`src/rtl/uvc16_pkg.sv`:
```
`timescale 1ns / 1ps
`default_nettype none
package uvc16_pkg;

	// component width, two's complement
	localparam int COMPONENT_WIDTH = 16;

	// magnitude sum of three components
	localparam int SUM_W = COMPONENT_WIDTH + 2;
	// partial remainder, holds 126 * magnitude and sum shifted by up to six
	localparam int REM_W = COMPONENT_WIDTH + 8;

	// quotient bits of floor(126 * a / s), at most 126
	localparam int QBITS   = 7;
	localparam int SCALE   = 126;
	localparam int FOLD_AT = 64;
	localparam int FOLD_TO = 127;

	localparam int CODE_W = 16;
	localparam int XF_W   = 6;

	typedef struct packed {
		logic [COMPONENT_WIDTH-1:0] x_component;
		logic [COMPONENT_WIDTH-1:0] y_component;
		logic [COMPONENT_WIDTH-1:0] z_component;
	} vec_t;

	typedef struct packed {
		logic [CODE_W-1:0] packed_code;
		logic              zero_vector;
	} code_t;

	// one divider stage: both lanes share the divisor
	typedef struct packed {
		logic [2:0]       sgn;
		logic [SUM_W-1:0] sum;
		logic [REM_W-1:0] rem_x;
		logic [REM_W-1:0] rem_y;
		logic [QBITS-1:0] quo_x;
		logic [QBITS-1:0] quo_y;
	} div_t;

endpackage
`default_nettype wire

```
`src/rtl/uvc16_vec_if.sv`:
```
`timescale 1ns / 1ps
`default_nettype none
interface uvc16_vec_if import uvc16_pkg::*; ();
	logic                       valid;
	logic                       ready;
	logic [COMPONENT_WIDTH-1:0] x_component;
	logic [COMPONENT_WIDTH-1:0] y_component;
	logic [COMPONENT_WIDTH-1:0] z_component;

	modport source (output valid, output x_component, output y_component,
		output z_component, input ready);
	modport sink (input valid, input x_component, input y_component,
		input z_component, output ready);
endinterface
`default_nettype wire

```
`src/rtl/uvc16_code_if.sv`:
```
`timescale 1ns / 1ps
`default_nettype none
interface uvc16_code_if import uvc16_pkg::*; ();
	logic              valid;
	logic              ready;
	logic [CODE_W-1:0] packed_code;
	logic              zero_vector;

	modport source (output valid, output packed_code, output zero_vector, input ready);
	modport sink (input valid, input packed_code, input zero_vector, output ready);
endinterface
`default_nettype wire

```
`src/rtl/unit_vector_compress_16bit_top.sv`:
```
`timescale 1ns / 1ps
`default_nettype none
// Unit vector compressor: each beat on vec carries a signed x, y, z direction and
// produces one beat on code: the three sign bits on top, then the vector projected
// onto x+y+z=1 as floor(126*|c|/(|x|+|y|+|z|)) for x and y, folded into a rectangle
// when x reaches 64 (x and y become 127 minus themselves), x in bits 12..7 and y in
// bits 6..0. An all-zero vector gives code 0 with zero_vector set. The pipeline is
// ten stages deep: magnitudes, sum and numerators, seven restoring-division stages
// that each settle one quotient bit for both lanes at once, and the fold/pack output
// register. It takes one vector every cycle while code is not stalled. Every
// stage has its own valid bit and moves when the stage ahead is empty or moving,
// so bubbles close up and the input keeps flowing while a finished result waits
// on code.
module unit_vector_compress_16bit_top import uvc16_pkg::*; (
	input  wire             clk,
	input  wire             arst_n,
	uvc16_vec_if.sink       vec,
	uvc16_code_if.source    code
);

	// stage 1: sign bits and magnitudes
	logic                       vld_s1;
	logic [2:0]                 sgn_s1;
	logic [COMPONENT_WIDTH-1:0] ax_s1, ay_s1, az_s1;

	// stage 2: divisor and scaled numerators, feeds divider stage 0
	logic vld_s2;
	div_t div_in_s2;

	// divider stages s3 onward, one quotient bit each
	logic [QBITS-1:0] vld_div_s;
	div_t             div_s [QBITS];

	// output register
	logic  vld_out_q;
	code_t out_q;

	// per-stage advance, chained back from the output
	logic             adv_out;
	logic [QBITS-1:0] adv_div;
	logic             adv_s2, adv_s1;

	assign adv_out = !vld_out_q || code.ready;
	assign adv_div[QBITS-1] = !vld_div_s[QBITS-1] || adv_out;
	for (genvar k = 0; k < QBITS-1; k++) begin : g_adv
		assign adv_div[k] = !vld_div_s[k] || adv_div[k+1];
	end
	assign adv_s2 = !vld_s2 || adv_div[0];
	assign adv_s1 = !vld_s1 || adv_s2;
	assign vec.ready = adv_s1;

	// magnitude of a two's complement component; the most negative value stays exact
	function automatic logic [COMPONENT_WIDTH-1:0] mag(input logic [COMPONENT_WIDTH-1:0] v);
		mag = v[COMPONENT_WIDTH-1] ? (~v + COMPONENT_WIDTH'(1)) : v;
	endfunction

	// 126*a as (a<<7) - (a<<1)
	function automatic logic [REM_W-1:0] scale126(input logic [COMPONENT_WIDTH-1:0] a);
		logic [REM_W-1:0] e;
		e = REM_W'(a);
		scale126 = (e << 7) - (e << 1);
	endfunction

	always_ff @(posedge clk or negedge arst_n) begin
		if (!arst_n) begin
			vld_s1 <= 1'b0;
		end else if (adv_s1) begin
			vld_s1 <= vec.valid;
		end
	end

	always_ff @(posedge clk) begin
		if (adv_s1 && vec.valid) begin
			sgn_s1 <= {vec.x_component[COMPONENT_WIDTH-1], vec.y_component[COMPONENT_WIDTH-1],
				vec.z_component[COMPONENT_WIDTH-1]};
			ax_s1  <= mag(vec.x_component);
			ay_s1  <= mag(vec.y_component);
			az_s1  <= mag(vec.z_component);
		end
	end

	always_ff @(posedge clk or negedge arst_n) begin
		if (!arst_n) begin
			vld_s2 <= 1'b0;
		end else if (adv_s2) begin
			vld_s2 <= vld_s1;
		end
	end

	always_ff @(posedge clk) begin
		if (adv_s2 && vld_s1) begin
			div_in_s2.sgn   <= sgn_s1;
			div_in_s2.sum   <= SUM_W'(ax_s1) + SUM_W'(ay_s1) + SUM_W'(az_s1);
			div_in_s2.rem_x <= scale126(ax_s1);
			div_in_s2.rem_y <= scale126(ay_s1);
			div_in_s2.quo_x <= '0;
			div_in_s2.quo_y <= '0;
		end
	end

	// restoring division, most significant quotient bit first
	for (genvar k = 0; k < QBITS; k++) begin : g_div
		localparam int SH = QBITS - 1 - k;
		div_t             prev;
		logic             prev_vld;
		logic [REM_W-1:0] trial;
		logic             ge_x, ge_y;
		div_t             nxt;

		if (k == 0) begin : g_first
			assign prev     = div_in_s2;
			assign prev_vld = vld_s2;
		end else begin : g_rest
			assign prev     = div_s[k-1];
			assign prev_vld = vld_div_s[k-1];
		end

		assign trial = REM_W'(prev.sum) << SH;
		assign ge_x  = prev.rem_x >= trial;
		assign ge_y  = prev.rem_y >= trial;

		always_comb begin
			nxt            = prev;
			nxt.rem_x      = ge_x ? prev.rem_x - trial : prev.rem_x;
			nxt.rem_y      = ge_y ? prev.rem_y - trial : prev.rem_y;
			nxt.quo_x[SH]  = ge_x;
			nxt.quo_y[SH]  = ge_y;
		end

		always_ff @(posedge clk or negedge arst_n) begin
			if (!arst_n) begin
				vld_div_s[k] <= 1'b0;
			end else if (adv_div[k]) begin
				vld_div_s[k] <= prev_vld;
			end
		end

		always_ff @(posedge clk) begin
			if (adv_div[k] && prev_vld) begin
				div_s[k] <= nxt;
			end
		end
	end

	// fold and pack
	div_t             fin;
	logic             is_zero;
	logic             fold;
	logic [QBITS-1:0] xf, yf;
	code_t            packed_nxt;

	assign fin     = div_s[QBITS-1];
	assign is_zero = fin.sum == '0;
	assign fold    = fin.quo_x >= QBITS'(FOLD_AT);
	assign xf      = fold ? QBITS'(FOLD_TO) - fin.quo_x : fin.quo_x;
	assign yf      = fold ? QBITS'(FOLD_TO) - fin.quo_y : fin.quo_y;

	always_comb begin
		packed_nxt.zero_vector = is_zero;
		if (is_zero) begin
			packed_nxt.packed_code = {fin.sgn, (CODE_W-3)'(0)};
		end else begin
			packed_nxt.packed_code = {fin.sgn, xf[XF_W-1:0], yf};
		end
	end

	always_ff @(posedge clk or negedge arst_n) begin
		if (!arst_n) begin
			vld_out_q <= 1'b0;
		end else if (adv_out) begin
			vld_out_q <= vld_div_s[QBITS-1];
		end
	end

	always_ff @(posedge clk) begin
		if (adv_out && vld_div_s[QBITS-1]) begin
			out_q <= packed_nxt;
		end
	end

	assign code.valid       = vld_out_q;
	assign code.packed_code = out_q.packed_code;
	assign code.zero_vector = out_q.zero_vector;

endmodule
`default_nettype wire

```
`src/flat_wrapper.sv`:
```
// flat-port wrapper written by rule: the top's interface ports become plain ports
module unit_vector_compress_16bit_top_flat import uvc16_pkg::*;
  (clk, arst_n, vec_valid, vec_x_component, vec_y_component, vec_z_component, vec_ready, code_valid, code_packed_code, code_zero_vector, code_ready);
  uvc16_vec_if vec_i ();
  uvc16_code_if code_i ();
  input  wire clk;
  input  wire arst_n;
  input wire logic [$bits(vec_i.valid)-1:0] vec_valid;
  input wire logic [$bits(vec_i.x_component)-1:0] vec_x_component;
  input wire logic [$bits(vec_i.y_component)-1:0] vec_y_component;
  input wire logic [$bits(vec_i.z_component)-1:0] vec_z_component;
  output wire logic [$bits(vec_i.ready)-1:0] vec_ready;
  output wire logic [$bits(code_i.valid)-1:0] code_valid;
  output wire logic [$bits(code_i.packed_code)-1:0] code_packed_code;
  output wire logic [$bits(code_i.zero_vector)-1:0] code_zero_vector;
  input wire logic [$bits(code_i.ready)-1:0] code_ready;
  assign vec_i.valid = vec_valid;
  assign vec_i.x_component = vec_x_component;
  assign vec_i.y_component = vec_y_component;
  assign vec_i.z_component = vec_z_component;
  assign vec_ready = vec_i.ready;
  assign code_valid = code_i.valid;
  assign code_packed_code = code_i.packed_code;
  assign code_zero_vector = code_i.zero_vector;
  assign code_i.ready = code_ready;
  unit_vector_compress_16bit_top u_core (.clk(clk), .arst_n(arst_n), .vec(vec_i), .code(code_i));
endmodule
```
`config.mk`:
```
export PLATFORM = sky130hd
export DESIGN_NAME = unit_vector_compress_16bit_top_flat
export DESIGN_NICKNAME = d
export VERILOG_FILES = /design/src/rtl/uvc16_pkg.sv /design/src/rtl/uvc16_vec_if.sv /design/src/rtl/uvc16_code_if.sv /design/src/rtl/unit_vector_compress_16bit_top.sv /design/src/flat_wrapper.sv
export SDC_FILE = /design/constraint.sdc
export NUM_CORES = 1
export LEC_CHECK = 0
export ABC_AREA = 1
export BUFFER_PORTS_ARGS = -buffer_cell sky130_fd_sc_hd__buf_2
export CAP_MARGIN = 20
export CORE_MARGIN = 2
export CORE_UTILIZATION = 40
export CTS_CLUSTER_SIZE = 8
export DETAILED_ROUTE_END_ITERATION = 8
export PLACE_DENSITY_LB_ADDON = 0.05
export SYNTH_ARGS = -nofsm -noshare
export SYNTH_HDL_FRONTEND = slang
export SYNTH_SLANG_ARGS = --single-unit
export TNS_END_PERCENT = 30
```
`constraint.sdc`:
```
create_clock -name clk -period 7.25 [get_ports clk]
set_clock_uncertainty 0.2 [all_clocks]
set_input_delay 1.45 -clock clk [delete_from_list [all_inputs] [get_ports clk]]
set_output_delay 1.45 -clock clk [all_outputs]
set_load 0.005 [all_outputs]
```
## After elaboration in Yosys (flattened, before gate mapping)

Memories as Yosys holds them, arrays and structs flattened.
Index checks and enable logic that the tools add are counted.

- Add/subtract/negate cells: 23
- Order comparisons: 15
- Reductions and logical operators: 31
- Multiplexer cells: 33
- Bitwise operators: 3

Operators with widths:

| cell | number |
|---|---|
| 2-to-1 mux 24 bit | 14 |
| adder 16 x 1 -> 16 bit, second input constant | 3 |
| >= comparator 24 x 18 -> 1 bit | 2 |
| >= comparator 24 x 19 -> 1 bit | 2 |
| >= comparator 24 x 20 -> 1 bit | 2 |
| >= comparator 24 x 21 -> 1 bit | 2 |
| >= comparator 24 x 22 -> 1 bit | 2 |
| >= comparator 24 x 23 -> 1 bit | 2 |
| >= comparator 24 bit | 2 |
| inverter 16 bit | 3 |
| subtractor 23 x 17 -> 24 bit | 2 |
| subtractor 24 x 18 -> 24 bit | 2 |
| subtractor 24 x 19 -> 24 bit | 2 |
| subtractor 24 x 20 -> 24 bit | 2 |
| subtractor 24 x 21 -> 24 bit | 2 |
| subtractor 24 x 22 -> 24 bit | 2 |
| subtractor 24 x 23 -> 24 bit | 2 |
| subtractor 24 bit | 2 |
| 2-to-1 mux 15 bit | 3 |
| adder 18 x 16 -> 18 bit | 1 |
| logical NOT 18 bit | 1 |
| adder 16 x 16 -> 17 bit | 1 |
| 2-to-1 mux 1 bit | 14 |
| logical AND 1 bit | 10 |
| 7 further kinds | 25 |

- Memories kept: 1
- Word-level logic and storage cells: 130
- RAM bits: 581
- Register bits: 147
- Output and inout bits: 19

Memories:

| memory | words | bits a word | read ports | clocked after memory_dff | write ports | line | RTL |
|---|---|---|---|---|---|---|---|
| u_core.div_s | 7 | 83 | 7 | 0 | 7 | unit_vector_compress_16bit_top.sv:32 | `div_t div_s [QBITS];` |

## Longest topological paths before layout

Gate-level depths: netlist (run 1).

- Depth after elaboration: 12
- Depth in mapped cells: 21
- Gate-level depth less buffers: 21

## Worst setup path before layout (run 1)

No wires, ideal clock.

- Kind: in2reg
- Start: input port code_ready
- End: memory u_core.div_s[3][10] in the netlist's numbering, enable pin
- Setup time: 533 ps
- Buffers on the path: 0
- Cell stages on the path: 6
- Path slack: 1131 ps
- Arrival time: 5386 ps
- Cell sequence: inv_1 -> nand2_1 -> nor2_1 -> nand2_2 -> nor2_4 -> a21oi_1

RTL lines:

| element | line | RTL |
|---|---|---|
| start: declaration | flat_wrapper.sv:16 | `input wire logic [$bits(code_i.ready)-1:0] code_ready;` |
| end: declaration | unit_vector_compress_16bit_top.sv:32 |  |

## Worst setup path after layout (run 1)

- Start: input port code_ready
- End: output port vec_ready

- Word-level cells in the longest chain between the ends: 10

RTL lines:

| element | line | RTL |
|---|---|---|
| logical OR 1 bit | unit_vector_compress_16bit_top.sv:43 | `assign adv_out = !vld_out_q \|\| code.ready;` |
| logical OR 1 bit | unit_vector_compress_16bit_top.sv:44 | `assign adv_div[QBITS-1] = !vld_div_s[QBITS-1] \|\| adv_out;` |
| logical OR 1 bit (6 in a row) | unit_vector_compress_16bit_top.sv:46 | `assign adv_div[k] = !vld_div_s[k] \|\| adv_div[k+1];` |
| logical OR 1 bit | unit_vector_compress_16bit_top.sv:48 | `assign adv_s2 = !vld_s2 \|\| adv_div[0];` |
| logical OR 1 bit | unit_vector_compress_16bit_top.sv:49 | `assign adv_s1 = !vld_s1 \|\| adv_s2;` |
| end: declaration | flat_wrapper.sv:12 | `output wire logic [$bits(vec_i.ready)-1:0] vec_ready;` |

Every way passes these cells.

==> metrics.txt, run 1 <==
clock tree sinks 624; area of the multi-input gates 21100 sq um; Clock Tree Root clkbuf_16; routed vias/inst 4.87; Setup-failing EPs final 0; FF-to-FF setup slack 3.58 ns; Crit. Startpoint code_ready; area of the core 109000 sq um; pre-CTS setup slack 2.50 ns; r2r startpoint u_core.ay_s1[2]; Post-Syn Area 43600 sq um; Async SR Flop Fraction 0.0160; Leak 23.5 nW; Ys Warns 0; MaxCap Viol Count 0; slowest cell on the critical path nor2_1; Synth cell types 46; Initial Util 0.402; status complete, no violations; Detailed Route WL 133000 um; Critical Path RT 5.60 ns; most frequent cells in the layout nand2_1 (2075), inv_1 (916), edfxtp_1 (614); top cells by area, synth edfxtp_1 (42%), nand2_1 (18%), ha_1 (8.8%); GRT Total Usage 0.237; largest net degree at the start of global routing 70; DRC 0; GR Overflow Total 0; number of enable flip-flop cells after synthesis 614; DIE WIDTH 334 um; worst skew pair latency 0.65 ns; area leader, netlist edfxtp_1; DRT iter0 DRCs 2136; Worst VDD drop 0.188 mV; Final Hold Fails 0; Util after Layout 0.444; path type of the worst setup path in -> out; Final Slew Violations 0; hold slack final 0.205 ns; I/O Pins 71; # rows 121; Pre-antenna DRT Iters 7; PwrDens 487 nW/um^2; Placed Area 45500 sq um; initial antenna violation count 1; sequential element share of the synthesized area 0.428; vias in the first global route 34387; final worst path period share 0.654; Layout area overhead 10.4%; Register Area 18700 sq um; global-route wire length before repair 201000 um; fin area 48200 sq um; nets@finish 6148; CTS Buf Count 92; crit path time final 4.74 ns; crit path cell chain buf_2, inv_1, nand2_1, nor2_1, nand2_2, nor2_4, nand4_2, nor2_1, nand3_2, buf_2; CTS tree built; Main synth FF type edfxtp_1; Die Y 334 um; startpoint type of the worst setup path input port; worst r2r dst u_core.div_in_s2[78]; post-synthesis net count 6018; Syn Area/Cell 7.73 sq um; hold-fix buffers at CTS 0; # fillers 11117; Worst Hold Class reg -> reg; H-tree depth 3; Max Freq 0.211 GHz; Critical Path End vec_ready; post-synth top area share 0.422; DP HPWL 109000 um; Worst setup EP type output pin; CTS Buffer Depth 3; Port-buffer cells 70; Post-CTS Setup Bufs 0; die area 112000 sq um; Antenna Nets Post-Route 0; CP max FO 5; slew of the pin with the lowest slew margin 0.980 ns; post-synthesis register bit count 624; Setup TNS Final 0 ns; RSZ-0062 raised after global routing no; wire per inst 18.4 um; crit-path max cell delay 0.42 ns; Cells after Synth 5645; commonest non-fill, non-tap cell in the layout nand2_1; via count 35201; clock slew at reported path FFs 0.05 ns; Routability Congestion 0.930; data arrival time of the worst path 3.09 ns; slew margin rel. 0.347; Final WS setup 2.51 ns; layout cell share with drive strength beyond 1 0.0566; # resized after CTS 0; Worst Reg2Reg Path Length in Cells 20
[where the power goes]
part | leakage (nW) | internal [mW] | switching [mW]
Clock | 1.29 | 2.44 | 1.59
Sequential | 6.10 | 6.10 | 1.06
Combinational | 16.1 | 4.03 | 8.23
Total | 23.5 | 12.6 | 10.9
[metal layers]
layer | share of wire | GRT usage
met2 | 0.51 | 0.435
met3 | 0.029 | 0.0245
met4 | 0.035 | 0.0815
met5 | 0 | 0
met1 | 0.43 | 0.287
[through the flow]
step,cells,power (mW)
after floorplan,5645,15.8
after global placement,7094,19.5
after detailed placement,7094,19.5
after CTS,7230,23.6
after global routing,7231,25.5
final,7232,23.5
[registers in the layout, indices dropped and copies added, names as in the netlist]
register                 count
u_core.az_s1                16
u_core.vld_s1                1
u_core.code.valid            1
u_core.code.packed_code     16
u_core.code.zero_vector      1
u_core.ax_s1                16
u_core.div_in_s2            67
u_core.sgn_s1                3
u_core.g_div.prev_vld        7
u_core.vld_div_s             1
u_core.ay_s1                16
u_core.div_s               479
[worst min-delay path by stage]
stage | from | endpoint | cells after the start
6_report | u_core.div_s[3][12] | u_core.div_s[4][12] | 0
2_1_floorplan | u_core.div_s[6][80] | u_core.code.packed_code[13] | 0
5_1_grt | u_core.div_s[3][12] | u_core.div_s[4][12] | 0
3_3_place_gp | u_core.div_s[2][81] | u_core.div_s[3][81] | 0
4_1_cts | u_core.div_s[3][12] | u_core.div_s[4][12] | 0
3_5_place_dp | u_core.div_s[3][81] | u_core.div_s[4][81] | 0
[worst max-delay path, delay by kind of cell]
family                 cells  cell delay, ns
and+or+nand+nor            7            1.28
buffers and inverters      3            0.35
[synth_stat cells, drive strengths merged, types with 2 or more instances]
master and instances:
inv 943, o21bai 16, nand4 59, xor2 164, and2 6, ha 307
nand2 2115, o21a 2, or2 13, nor2 438, xnor2 39, a21oi 250
clkbuf 5, a2111oi 2, dfrtp 10, nand3 346, buf 40, edfxtp 614
a21o 3, a21boi 2, nor3 59, nor4 12, fa 14, o21ai 109
nand3b 73
[cell type report]
cell class,instances,area share
antenna,1,0.0000519
clock buffer,119,0.0499
clock inverter,17,0.00538
inverter,943,0.0738
multi-input combinational,4033,0.437
sequential,624,0.388
tap,1414,0.0367
timing repair buffer,81,0.00925
[cells by family (layout without fill, tap and decap cells)]
kind of cell             after synthesis  count (layout)  synth area share
AO/OA/AOI/OAI                        386             386            0.0484
XOR/XNOR                             203             203            0.0407
adder cells (fa/ha/maj)              321             321            0.0944
buffers and inverters                988            1160            0.0905
flip-flops                           624             624             0.428
other                                  0               1                 0
AND/OR/NAND/NOR                     3123            3123             0.298
No activity file was read; power rests on OpenSTA's default activity.
==> run 2, diff against run 1 <==
==> constraint.sdc (replaced) <==
create_clock -name clk -period 4.7 [get_ports clk]
set_clock_uncertainty 0.2 [all_clocks]
set_input_delay 0.94 -clock clk [delete_from_list [all_inputs] [get_ports clk]]
set_output_delay 0.94 -clock clk [all_outputs]
set_load 0.005 [all_outputs]
==> run 2 against run 1 <==
  * Final area is 0.24% higher
  * Global-route usage increased by 0.90 points
  * Utilization is 0.10 points higher
  * Die area stayed put
  * First-iteration DRC count is 1.3% lower
  * Cell count up 0.14%
  * Combinational power up 55%
  * Critical path depth unchanged
  * Critical path type unchanged
  * Largest cell class unchanged
  * Highest routed layer unchanged
==> metrics.txt, run 2 (same netlist as run 1, synthesis figures left out) <==
Largest register FFs 479; commonest non-fill, non-tap cell in the layout nand2_1; Sequential Power Share 0.308; CTS Buf Count 90; crit path time final 3.67 ns; met3 routed WL 4380 um; Port-buffer cells 70; MaxCap Viol Count 0; Placed Area 45700 sq um; data arrival time of the worst path 2.53 ns; layout cell share with drive strength beyond 1 0.0580; status complete, no violations; Routability Congestion 0.911; most frequent cells in the layout nand2_1 (2075), inv_1 (916), edfxtp_1 (614); H-tree depth 3; final worst path period share 0.782; Detailed Route WL 137000 um; path type of the worst setup path in -> out; DP HPWL 114000 um; CP max FO 5; Top reg by flops u_core.div_s; nets@finish 6163; # resized after CTS 0; Layout area overhead 10.6%; Post-CTS Setup Bufs 0; slew of the pin with the lowest slew margin 1.02 ns; Leak 23.5 nW; Pre-antenna DRT Iters 6; area of the core 109000 sq um; Antenna Nets Post-Route 0; global-route wire length before repair 208000 um; die area 112000 sq um; initial antenna violation count 0; fin area 48300 sq um; Worst setup EP type output pin; # rows 121; Setup-failing EPs final 0; clock tree sinks 624; GR Overflow Total 0; Worst Hold Class reg -> reg; DRT met1 WL 58600 um; Initial Util 0.402; worst skew pair latency 0.69 ns; Cells after DPL 7111; PwrDens 751 nW/um^2; Critical Path RT 3.56 ns; GRT Total Usage 0.246; Final Slew Violations 0; largest net degree at the start of global routing 80; clock slew at reported path FFs 0.05 ns; DIE WIDTH 334 um; uppermost layer routed met4; antenna cells 0; DRT iter0 DRCs 2109; routed wl met2 69800 um; largest registers u_core.div_s: 479 flops, u_core.div_in_s2: 67 flops; Final Hold Fails 0; overall power 36.3 mW; startpoint type of the worst setup path input port; Int Pwr 19.2 mW; Setup TNS Final 0 ns; share of power burned in the clock network 0.165; slew margin rel. 0.322; Max Freq 0.272 GHz; vias in the first global route 34977; Worst VDD drop 0.387 mV; hold-fix buffers at CTS 1; Switching Fraction 0.470; RSZ-0062 raised after global routing no; CTS Buffer Depth 3; Clock Tree Root clkbuf_16; Die Y 334 um; routed vias/inst 4.91; Psw 17.0 mW; Non-Filler Instances 7242; CTS tree built; I/O Pins 71; via count 35530; DRC 0; Comb power frac 0.527; wire per inst 19.0 um
[run 2: cell count changes in the layout (fill, tap and decap cells not counted), moves of 2 or more]
cell,previous run,this run
buf_4,10,20
bufinv_16,4,0
clkbuf_1,27,25
clkinv_2,5,2
clkinv_8,3,1
clkbuf_16,92,90
clkinv_16,1,5
buf_12,1,7
clkinv_1,3,6
[run 2: path summary, 6_finish.rpt]
check                           slack (ns)                 start  cells past startpoint                  endpoint
worst max-delay path                  1.03            code_ready                     10                 vec_ready
worst min-delay path                  0.17  u_core.div_in_s2[80]                      0       u_core.div_s[0][80]
worst max register to register        1.03       u_core.ay_s1[2]                     20      u_core.div_in_s2[78]
worst min register to register        0.17  u_core.div_in_s2[80]                      0       u_core.div_s[0][80]
max in group asynchronous             3.62                arst_n                      2  u_core.g_div[3].prev_vld
min in group asynchronous             0.45                arst_n                      2  u_core.g_div[2].prev_vld
[run 2: worst max-delay path, stage by stage]
cell and delay [ns]:
buf_2 0.10, inv_1 0.07, nand2_1 0.07, nor2_1 0.15
nand2_2 0.11, nor2_4 0.20, nand4_2 0.14, nor2_1 0.42
nand3_2 0.16, buf_2 0.17
[run 2: final cells by class]
| type | count | area, sq um |
|---|---|---|
| fillers | 11079 | 60300 |
| multi-input cells | 4033 | 21100 |
| flip-flops and latches | 624 | 18700 |
| inverters | 943 | 3560 |
| clock buffers | 116 | 2360 |
| well taps | 1414 | 1770 |
| repair buffers | 98 | 651 |
| clock inverters | 14 | 214 |
[run 2: metrics by stage]
step                       util  hold WS [ns]  setup WS, ns
after CTS                 0.445         0.168         0.987
after global routing      0.445         0.201         0.651
after global placement    0.421         0.201         0.998
final                     0.445         0.172          1.03
after floorplan               -         0.200        -0.480
after detailed placement  0.421         0.205          1.02
[run 2: power groups by stage]
stage | combinational (mW) | sequential (mW) | clock, mW
after floorplan | 14.1 | 10.2 | 0
after global placement | 19.0 | 11.3 | 0
after detailed placement | 19.1 | 11.3 | 0
after CTS | 19.1 | 11.2 | 6.17
after global routing | 21.8 | 11.3 | 6.37
final | 19.1 | 11.2 | 6.00
[run 2: metal layers]
metal | vias to the layer above | global-route usage
met3 | 186 | 0.0245
li1 | 18370 | -
met1 | 16314 | 0.300
met5 | - | 0
met4 | 0 | 0.0813
met2 | 660 | 0.451
